`config.mk`:
```
export PLATFORM = sky130hd
export DESIGN_NAME = detection_list_best_class
export DESIGN_NICKNAME = d
export VERILOG_FILES = /design/src/hdl/dlbc_pkg.sv /design/src/hdl/dlbc_parse.sv /design/src/hdl/detection_list_best_class.sv
export SDC_FILE = /design/constraint.sdc
export NUM_CORES = 1
export LEC_CHECK = 0
export BUFFER_PORTS_ARGS = -buffer_cell sky130_fd_sc_hd__buf_2
export CORE_UTILIZATION = 64
export DETAILED_ROUTE_END_ITERATION = 16
export PLACE_DENSITY = 0.86
export SYNTH_ARGS = -nofsm -noshare
export SYNTH_HDL_FRONTEND = slang
export SYNTH_SLANG_ARGS = --single-unit
```
`constraint.sdc`:
```
create_clock -name clk -period 9.7 [get_ports clk]
set_clock_uncertainty 0.15 [all_clocks]
set_input_delay 2.425 -clock clk [delete_from_list [all_inputs] [get_ports clk]]
set_output_delay 2.425 -clock clk [all_outputs]
set_load 0.01 [all_outputs]
```
`src/hdl/dlbc_pkg.sv`:
```
`timescale 1ns / 1ps
`default_nettype none

package dlbc_pkg;

  localparam int WORD_W        = 32;
  localparam int CLASS_W       = 4;
  localparam int THR_W         = 17;
  localparam int BOX_W         = 8;
  localparam int FIELD_W       = 3;
  localparam int CFG_INDEX_W   = 1;
  localparam int CFG_DATA_W    = THR_W;
  localparam int THR_FRAC_BITS = 16;

  localparam int CLASS_COUNT_DEFAULT   = 9;
  localparam int FRACTION_BITS_DEFAULT = 16;

  localparam logic [THR_W-1:0] THR_RESET       = 17'd42598;
  localparam logic [BOX_W-1:0] MAX_BOXES_RESET = 8'd200;

  // Position of the score word inside a five-word box
  localparam logic [FIELD_W-1:0] SCORE_FIELD = 3'd4;

  typedef enum logic [CFG_INDEX_W-1:0] {
    REG_SCORE_THRESHOLD = 1'b0,
    REG_MAX_BOXES       = 1'b1
  } reg_index_t;

  typedef enum logic [2:0] {
    PH_COUNT = 3'b001,
    PH_BOX   = 3'b010,
    PH_STOP  = 3'b100
  } phase_t;

  typedef struct packed {
    logic [THR_W-1:0] score_threshold;
    logic [BOX_W-1:0] max_boxes;
  } cfg_t;

  typedef struct packed {
    logic                      found;
    logic [CLASS_W-1:0]        best_class;
    logic signed [WORD_W-1:0]  peak_score;
  } result_t;

endpackage

`default_nettype wire

```
`src/hdl/dlbc_parse.sv`:
```
`timescale 1ns / 1ps
`default_nettype none

module dlbc_parse #(
  parameter int CLASS_COUNT   = dlbc_pkg::CLASS_COUNT_DEFAULT,
  parameter int FRACTION_BITS = dlbc_pkg::FRACTION_BITS_DEFAULT
) (
  input  wire logic                                 clk,
  input  wire logic                                 rst,
  input  wire logic                                 step,
  input  wire logic signed [dlbc_pkg::WORD_W-1:0]   word,
  input  wire logic                                 last_word,
  input  wire dlbc_pkg::cfg_t                       cfg,
  output dlbc_pkg::result_t                         res
);
  import dlbc_pkg::*;

  localparam int QW     = WORD_W - FRACTION_BITS + 1;
  localparam int CMP_W  = WORD_W + THR_FRAC_BITS + 2;
  localparam logic [FRACTION_BITS:0] IntTol =
    (FRACTION_BITS+1)'((1 << FRACTION_BITS) / 10000);
  localparam logic [FRACTION_BITS:0] OneFx = (FRACTION_BITS+1)'(1 << FRACTION_BITS);
  localparam logic [WORD_W-1:0] MinusOne = ~((32'd1 << FRACTION_BITS) - 32'd1);
  localparam logic [CLASS_W-1:0] ClassCountC = CLASS_W'(CLASS_COUNT);

  phase_t                     phase, phase_next;
  logic [CLASS_W-1:0]         class_index, class_index_next;
  logic [BOX_W-1:0]           boxes_left, boxes_left_next;
  logic [FIELD_W-1:0]         field_index, field_index_next;
  logic [CLASS_W-1:0]         best_class_reg, best_class_next;
  logic signed [WORD_W-1:0]   peak_score_reg, peak_score_next;
  logic                       found_reg, found_next;

  logic [FRACTION_BITS-1:0]   frac;
  logic [FRACTION_BITS:0]     frac_up;
  logic                       near_low, near_high, is_int;
  logic signed [QW-1:0]       q;
  logic                       q_le0, q_gt;
  logic [BOX_W-1:0]           cnt;
  logic [CLASS_W-1:0]         class_inc;
  phase_t                     phase_after_class;
  logic signed [CMP_W-1:0]    score_scaled, thr_scaled;
  logic                       score_ok;
  logic [BOX_W-1:0]           left_dec;

  // Count word: round to nearest integer within tolerance
  assign frac      = word[FRACTION_BITS-1:0];
  assign frac_up   = OneFx - {1'b0, frac};
  assign near_low  = {1'b0, frac} <= IntTol;
  assign near_high = frac_up <= IntTol;
  assign is_int    = near_low || near_high;
  assign q         = $signed({word[WORD_W-1], word[WORD_W-1:FRACTION_BITS]})
                     + $signed(QW'(!near_low));
  assign q_le0     = q[QW-1] || (q == '0);
  assign q_gt      = $unsigned(q) > QW'(cfg.max_boxes);
  assign cnt       = q_gt ? cfg.max_boxes : q[BOX_W-1:0];

  assign class_inc         = class_index + CLASS_W'(1);
  assign phase_after_class = (class_inc >= ClassCountC) ? PH_STOP : PH_COUNT;

  // Compare score * 2^16 against threshold * 2^F exactly
  assign score_scaled = $signed({{(CMP_W-WORD_W){word[WORD_W-1]}}, word}) <<< THR_FRAC_BITS;
  assign thr_scaled   = $signed({{(CMP_W-THR_W){1'b0}}, cfg.score_threshold})
                        <<< FRACTION_BITS;
  assign score_ok     = (score_scaled >= thr_scaled) && (word > peak_score_reg);
  assign left_dec     = boxes_left - BOX_W'(boxes_left != '0);

  always_comb begin
    phase_next       = phase;
    class_index_next = class_index;
    boxes_left_next  = boxes_left;
    field_index_next = field_index;
    best_class_next  = best_class_reg;
    peak_score_next  = peak_score_reg;
    found_next       = found_reg;
    unique case (phase)
      PH_COUNT: begin
        if (class_index >= ClassCountC || !is_int) begin
          phase_next = PH_STOP;
        end else if (q_le0 || cnt == '0) begin
          class_index_next = class_inc;
          field_index_next = '0;
          boxes_left_next  = '0;
          phase_next       = phase_after_class;
        end else begin
          boxes_left_next  = cnt;
          field_index_next = '0;
          phase_next       = PH_BOX;
        end
      end
      PH_BOX: begin
        if (field_index < SCORE_FIELD) begin
          field_index_next = field_index + FIELD_W'(1);
        end else begin
          if (score_ok) begin
            peak_score_next = word;
            best_class_next = class_index;
            found_next      = 1'b1;
          end
          field_index_next = '0;
          boxes_left_next  = left_dec;
          if (left_dec == '0) begin
            class_index_next = class_inc;
            phase_next       = phase_after_class;
          end
        end
      end
      default: begin
        phase_next = PH_STOP;
      end
    endcase
  end

  assign res.found      = found_next;
  assign res.best_class = found_next ? best_class_next : '0;
  assign res.peak_score = peak_score_next;

  always_ff @(posedge clk) begin
    if (rst || (step && last_word)) begin
      phase          <= PH_COUNT;
      class_index    <= '0;
      boxes_left     <= '0;
      field_index    <= '0;
      best_class_reg <= '0;
      peak_score_reg <= MinusOne;
      found_reg      <= 1'b0;
    end else if (step) begin
      phase          <= phase_next;
      class_index    <= class_index_next;
      boxes_left     <= boxes_left_next;
      field_index    <= field_index_next;
      best_class_reg <= best_class_next;
      peak_score_reg <= peak_score_next;
      found_reg      <= found_next;
    end
  end

endmodule

`default_nettype wire

```
`src/hdl/detection_list_best_class.sv`:
```
`timescale 1ns / 1ps
`default_nettype none

// Best-detection finder for a per-class detector output list. Takes one signed
// fixed-point word per cycle (count word per class, then five words per box) and
// keeps the highest score at or above score_threshold with its class. A word with
// last_word set closes the frame: one result word (found, best_class, peak_score)
// follows and the frame state clears. Throughput is one word per cycle; a word
// is held in the input register, and the parse logic feeds the result register
// as the word steps on, so a result is registered when its last word leaves the
// input register. Input stalls only while the input register holds a last word
// and the previous result still waits, unaccepted, in the output register.
module detection_list_best_class #(
  parameter int CLASS_COUNT   = dlbc_pkg::CLASS_COUNT_DEFAULT,
  parameter int FRACTION_BITS = dlbc_pkg::FRACTION_BITS_DEFAULT
) (
  input  wire logic                                   clk,
  input  wire logic                                   rst,
  input  wire logic                                   cfg_write_en,
  input  wire logic [dlbc_pkg::CFG_INDEX_W-1:0]       cfg_index,
  input  wire logic [dlbc_pkg::CFG_DATA_W-1:0]        cfg_data,
  input  wire logic                                   in_valid,
  output logic                                        in_ready,
  input  wire logic signed [dlbc_pkg::WORD_W-1:0]     word,
  input  wire logic                                   last_word,
  output logic                                        out_valid,
  input  wire logic                                   out_ready,
  output logic                                        found,
  output logic [dlbc_pkg::CLASS_W-1:0]                best_class,
  output logic signed [dlbc_pkg::WORD_W-1:0]          peak_score
);
  import dlbc_pkg::*;

  cfg_t                     cfg;
  logic                     s1_valid;
  logic signed [WORD_W-1:0] s1_word;
  logic                     s1_last;
  logic                     step;
  result_t                  res;

  always_ff @(posedge clk) begin
    if (rst) begin
      cfg.score_threshold <= THR_RESET;
      cfg.max_boxes       <= MAX_BOXES_RESET;
    end else if (cfg_write_en) begin
      unique case (reg_index_t'(cfg_index))
        REG_SCORE_THRESHOLD: cfg.score_threshold <= cfg_data;
        REG_MAX_BOXES:       cfg.max_boxes       <= cfg_data[BOX_W-1:0];
      endcase
    end
  end

  // Advance the held word unless it closes a frame and the result slot is busy
  assign step     = s1_valid && (!s1_last || !out_valid || out_ready);
  assign in_ready = !s1_valid || step;

  always_ff @(posedge clk) begin
    if (rst) begin
      s1_valid <= 1'b0;
    end else if (in_ready) begin
      s1_valid <= in_valid;
    end
  end

  always_ff @(posedge clk) begin
    if (in_valid && in_ready) begin
      s1_word <= word;
      s1_last <= last_word;
    end
  end

  dlbc_parse #(
    .CLASS_COUNT   (CLASS_COUNT),
    .FRACTION_BITS (FRACTION_BITS)
  ) u_parse (
    .clk       (clk),
    .rst       (rst),
    .step      (step),
    .word      (s1_word),
    .last_word (s1_last),
    .cfg       (cfg),
    .res       (res)
  );

  always_ff @(posedge clk) begin
    if (rst) begin
      out_valid <= 1'b0;
    end else if (step && s1_last) begin
      out_valid <= 1'b1;
    end else if (out_ready) begin
      out_valid <= 1'b0;
    end
  end

  always_ff @(posedge clk) begin
    if (step && s1_last) begin
      found      <= res.found;
      best_class <= res.best_class;
      peak_score <= res.peak_score;
    end
  end

endmodule

`default_nettype wire

```
==> results of run 1 <==
[stage by stage]
step	hold slack (ns)	utilization, %	power (uW)	cells	setup WS, ns
CTS	0.308	75.0	1450	1140	4.00
floorplan	0.277	-	787	878	4.35
detailed placement	0.294	70.6	830	1108	4.01
global placement	0.287	70.6	825	1108	4.02
global route	0.331	75.0	1490	1140	3.72
finish	0.308	75.0	1450	1140	3.96
[routing by layer]
| metal | vias up | track usage [%] | share of wire (%) |
|---|---|---|---|
| met3 | 60 | 6.49 | 6.7 |
| li1 | 3333 | - | - |
| met5 | - | 0 | 0 |
| met2 | 314 | 52.9 | 49 |
| met4 | 0 | 15.4 | 3.3 |
| met1 | 3338 | 39.1 | 41 |
[cells in the mapped netlist (all sizes together) (3+ instances only)]
master   instances  area share [%]
xnor2           12             1.3
nand3b           4            0.36
edfxtp          70              25
or4              4            0.45
nand2b           8            0.60
o21a             8            0.72
or3b             4            0.42
o31ai            3            0.27
or3             12            0.96
ha              70              11
a21o             6            0.54
nor3            20             1.2
and4             4            0.42
o21ai           61             3.7
nor2            44             2.0
and2             3            0.23
a31oi            4            0.30
nand4           18             1.4
buf              7            0.38
o2111ai          4            0.42
nand2           78             3.5
inv             72             3.2
a21oi           57             3.4
dfxtp           82              20
and3             5            0.39
o211ai           4            0.36
mux2i           21             2.5
a211o           13             1.5
a2111oi          3            0.32
clkbuf          36             1.6
mux2            29             3.9
nand3           61             3.7
nor4            10            0.75
a211oi           3            0.27
nor2b            8            0.60
or2              4            0.30
[critical path: stages, from the launching register on]
cell,delay [ns]
edfxtp_1,0.52
or3_4,0.44
or4_4,0.43
or4_4,0.55
ha_1,0.26
ha_1,0.19
nand3_1,0.25
xnor2_1,0.22
ha_1,0.30
and4_1,0.21
a221o_1,0.35
a221oi_1,0.26
o2111ai_1,0.16
nor2_1,0.70
mux2i_1,0.32
nor3_1,0.08
o221a_2,0.25
[final cells by class]
cell class	count	area [um2]
inverter	72	270
fill	931	3170
clock buffer	21	460
timing repair buffer	101	523
clock inverter	11	97.6
sequential	152	3740
multi-input combinational	611	4190
tap	172	215
[cell usage in the layout (no fill, tap or decap), types with 7 or more instances in the layout]
cell,instances
a211o_1,12
a21oi_1,57
buf_2,94
buf_4,7
clkbuf_16,17
dfxtp_1,82
edfxtp_1,70
ha_1,70
inv_1,72
mux2_2,29
mux2i_1,21
nand2_1,78
nand2b_1,8
nand3_1,61
nand4_1,18
nor2_1,43
nor2b_1,8
nor3_1,19
nor4_1,10
o21a_1,8
o21ai_0,58
or3_1,11
xnor2_1,12
[how the worst min path moves through the flow]
stage / endpoint / startpoint / slack (ns)
after floorplan: u_parse.peak_score_reg[31] / u_parse.peak_score_reg[31] / 0.28
after global placement: u_parse.peak_score_reg[31] / u_parse.peak_score_reg[31] / 0.29
after detailed placement: u_parse.peak_score_reg[31] / u_parse.peak_score_reg[31] / 0.29
after CTS: u_parse.peak_score_reg[31] / u_parse.peak_score_reg[31] / 0.31
after global routing: cfg[24] / cfg[24] / 0.33
final: u_parse.peak_score_reg[31] / u_parse.peak_score_reg[31] / 0.31
[where the power goes]
part	switching (uW)	internal (uW)	total, uW
logic	66.0	44.5	110
registers	23.6	686	709
clock network	265	365	630
[kinds of logic after synthesis]
family	Yosys count	share of synthesized area, %
buffers and inverters	115	5.24
XOR/XNOR	13	1.37
flip-flops	152	44.9
AO/OA/AOI/OAI	185	13.8
multiplexers	50	6.44
AND/OR/NAND/NOR	293	17.8
adder cells (fa/ha/maj)	70	10.5
==> results.yml, run 1 <==
timing:
  finalSetupTns_ns: 0
  relSlewSlack_pct: 20.0
  finalCriticalPeriod_ns: 5.74
  finalCritPeriodShare_pct: 59.2
  rsz0062_at_grt: "false"
  fmax_mhz: 174
  setup_viol: 0
  hold_viol_final: 0
  tightest_slew_ns: 1.20
  slew_viol_final: 0
placement:
  dp_hpwl_um: 13900
  place.gp.congestion: 0.926
  post_dp_cell_area_um2: 8940
  io_buffers: 94
die:
  die_area_um2: 13500
  io_pins: 95
  start_util_pct: 65.8
  coreArea_um2: 12700
  rows: 41
  fp.dieW_um: 116
  die_y_um: 116
pwr:
  leakage_uw: 0.00376
  ir_drop_mv: 0.154
  power.density_nw_per_um2: 153
global_routing:
  grt_max_degree: 41
  overflow: 0
  grt.total_usage_pct: 31.6
  antenna_found_initial: 0
  grt_pass1_wl_um: 32500
  first_global_vias: 6688
clock_tree:
  cts_setup_buffers: 0
  cts_root_buf: "clkbuf_16"
  cts-resized-gates: 0
  cts_buffer_depth: 2
  cts-hold-fix-buffers: 0
  cts_tree: "yes"
  clkTransAtPathRegs_ns: 0.06
  clock-sinks: 152
  worstSkewPairLatency_ns: 0.44
  htree_levels: 4
  cts_made_buffers: 17
yosys:
  yosys_warnings: 0
  synth_seq_area_share_pct: 44.9
  synth.avg_cell_area_um2: 9.50
  synthCells: 878
  syn-num-nets: 1004
  synth_cell_type_count: 62
  synth_area_um2: 8340
  ys.flop_type: "dfxtp_1"
  async_flop_share_pct: 0
  ys_ff_latch: 152
  synth_edf_count: 70
final_layout:
  final_area_um2: 9500
  layout-drive-gt1-share_pct: 18.5
  nNetsFinal: 1081
  area_growth_pct: 13.9
  n_antenna_cell: 0
detailed_routing:
  firstDrtPassIters: 6
  routed_wl_um: 20100
  dr_total_vias: 7045
  antenna_left: 0
  drc: 0
  avgViaCountPerCell: 6.18
  wl_per_cell_um: 17.7
  drt_iter0_markers: 606
worst_setup_path:
  crit_start: "s1_word[6]"
  timing.critical_path.to: "u_parse.boxes_left[4]"
  critPathLaunchType: "register"
  r2r_slack_ns: 3.96
  worst-path-max-fanout: 9
  r2r_start: "s1_word[6]"
  critPathCaptureType: "register"
  cp.arrival_ns: 5.92
  critPathKind: "register to register"
  reg2reg_to: "u_parse.boxes_left[4]"
  cp.required_ns: 9.88
  ff2ff_path_depth: 16
min_path:
  hold_depth: 1
  hold_path.class: "register to register"
flow_run:
  drv_cap: 0
run_status:
  status: "finished, final reports clean"
No activity file was read; power rests on OpenSTA's default activity.
==> run 2, diff against run 1 <==
--- a/config.mk
+++ b/config.mk
@@ -6,9 +6,9 @@
 export NUM_CORES = 1
 export LEC_CHECK = 0
 export BUFFER_PORTS_ARGS = -buffer_cell sky130_fd_sc_hd__buf_2
-export CORE_UTILIZATION = 64
+export CORE_UTILIZATION = 59
 export DETAILED_ROUTE_END_ITERATION = 16
-export PLACE_DENSITY = 0.86
+export PLACE_DENSITY = 0.8
 export SYNTH_ARGS = -nofsm -noshare
 export SYNTH_HDL_FRONTEND = slang
 export SYNTH_SLANG_ARGS = --single-unit
==> constraint.sdc (replaced) <==
create_clock -name clk -period 6 [get_ports clk]
set_clock_uncertainty 0.15 [all_clocks]
set_input_delay 1.5 -clock clk [delete_from_list [all_inputs] [get_ports clk]]
set_output_delay 1.5 -clock clk [all_outputs]
set_load 0.01 [all_outputs]
==> run 2 against run 1 <==
Utilization decreased by 5.6 points. Sequential share of layout area down 0.38 points. Via count decreased by 1.0%. Critical endpoint is now u_parse.phase[1]. Fmax up 0.96%. Wire length up 1.6%. Clock-buffer cell count is 1 lower. Final cell count increased by 1.5%. Flip-flop and latch count is the same. Highest routed layer unchanged. Largest power group unchanged. Non-clock buffer count grew 9. Setup slack worse by 3.6 ns. Final area up 0.97%.
==> results.yml, run 2 (synthesis gave the netlist of run 1 again) <==
run_status:
  status: "finished, final reports clean"
detailed_routing:
  antenna_left: 0
  routed_wl_um: 20500
  wl_per_cell_um: 17.7
  drt_iter0_markers: 655
  drc: 0
  firstDrtPassIters: 5
  dr_total_vias: 6974
  avgViaCountPerCell: 6.03
worst_setup_path:
  cp.required_ns: 6.20
  cp.arrival_ns: 5.89
  cp_common_cell: "ha_1"
  cpPeakStageDelay_ns: 0.55
  path_cells: "or3_4 > or4_4 > or4_4 > ha_1 > ha_1 > nand3_1 > xnor2_1 > ha_1 > and4_1 > a221o_1 > a221oi_1 > o2111ai_1 > o21ai_0 > nand3_1 > or3_1 > a21oi_1"
  critPathKind: "register to register"
  critPathCaptureType: "register"
  crit_buf_inv: 0
  worst-path-max-fanout: 11
  slowest_stage: "or4_4"
  critPathLaunchType: "register"
  path_delay_family: "simple AND/OR/NAND/NOR gates"
timing:
  tightest_slew_ns: 1.17
  whs_ns: 0.305
  rsz0062_at_grt: "false"
  finalSetupTns_ns: 0
  finalCriticalPeriod_ns: 5.69
  relSlewSlack_pct: 21.8
  hold_viol_final: 0
  setup_viol: 0
  finalCritPeriodShare_pct: 94.8
  fmax_mhz: 176
  slew_viol_final: 0
final_layout:
  layout-drive-gt1-share_pct: 19.3
  instances_no_fill: 1157
  area_growth_pct: 15.0
  final_area_um2: 9590
  layout_common_cells: "94 x buf_2, 82 x dfxtp_1, 78 x nand2_1, 72 x inv_1"
  final_common_cell: "buf_2"
  nNetsFinal: 1090
  n_antenna_cell: 0
  n_fill_cell: 1040
pwr:
  leakage_uw: 0.00381
  power.density_nw_per_um2: 248
  ir_drop_mv: 0.231
clock_tree:
  clkTransAtPathRegs_ns: 0.07
  cts_tree: "yes"
  cts-hold-fix-buffers: 0
  cts_root_buf: "clkbuf_16"
  cts-resized-gates: 0
  htree_levels: 4
  cts_setup_buffers: 0
  worstSkewPairLatency_ns: 0.43
  clock-sinks: 152
  cts_made_buffers: 17
  cts_buffer_depth: 2
die:
  rows: 43
  fp.dieW_um: 121
  die_area_um2: 14600
  coreArea_um2: 13800
  start_util_pct: 60.3
  io_pins: 95
  die_y_um: 121
global_routing:
  grt_pass1_wl_um: 32400
  antenna_found_initial: 0
  grt.total_usage_pct: 28.9
  overflow: 0
  first_global_vias: 6375
  grt_max_degree: 40
placement:
  dp_hpwl_um: 14100
  io_buffers: 94
  post_dp_cell_area_um2: 9020
  place.gp.congestion: 0.894
  place_inst: 1125
min_path:
  hold_path.class: "register to register"
flow_run:
  drv_cap: 0
[run 2: layer usage]
| metal | part of all wire [%] | GRT usage [%] | vias up |
|---|---|---|---|
| met5 | 0 | 0 | - |
| met4 | 2.7 | 12.0 | 0 |
| met3 | 6.5 | 5.55 | 52 |
| met2 | 48 | 48.0 | 277 |
| met1 | 43 | 36.8 | 3298 |
| li1 | - | - | 3347 |
[run 2: power by group]
group / leakage, uW / internal, uW / switching (uW) / total, uW
Clock: 0.000273 / 598 / 447 / 1040
Combinational: 0.00222 / 75.3 / 113 / 188
Sequential: 0.00132 / 1110 / 33.5 / 1140
[run 2: final cells by class]
| type | instances | area, um2 | share of cell area (%) |
|---|---|---|---|
| multi-input cells | 611 | 4190 | 43.7 |
| flip-flops and latches | 152 | 3740 | 39.0 |
| clock inverters | 12 | 116 | 1.21 |
| inverters | 72 | 270 | 2.82 |
| clock buffers | 20 | 457 | 4.76 |
| repair buffers | 110 | 591 | 6.16 |
| well taps | 180 | 225 | 2.35 |
[run 2: tightest hold or removal path: cells and delay by family, from the launching register on]
family	cells	cell delay (ns)
and+or+nand+nor	1	0.05
AOI/OAI and AO/OA	1	0.05
DFF	1	0.31
[run 2: metrics by stage]
step	util [%]	setup slack, ns	power [uW]
3_5_place_dp	65.2	0.492	1350
4_1_cts	69.4	0.384	2370
2_1_floorplan	-	0.831	1270
6_report	69.4	0.312	2370
5_1_grt	69.4	0.0340	2450
3_3_place_gp	65.2	0.550	1340
[run 2: path summary, 6_finish.rpt]
check / endpoint / cells past startpoint / from / slack (ns)
min reg2reg: cfg[19] / 2 / cfg[19] / 0.31
max reg2reg: u_parse.phase[1] / 16 / s1_word[6] / 0.31
min: cfg[19] / 2 / cfg[19] / 0.31
max: u_parse.phase[1] / 16 / s1_word[6] / 0.31
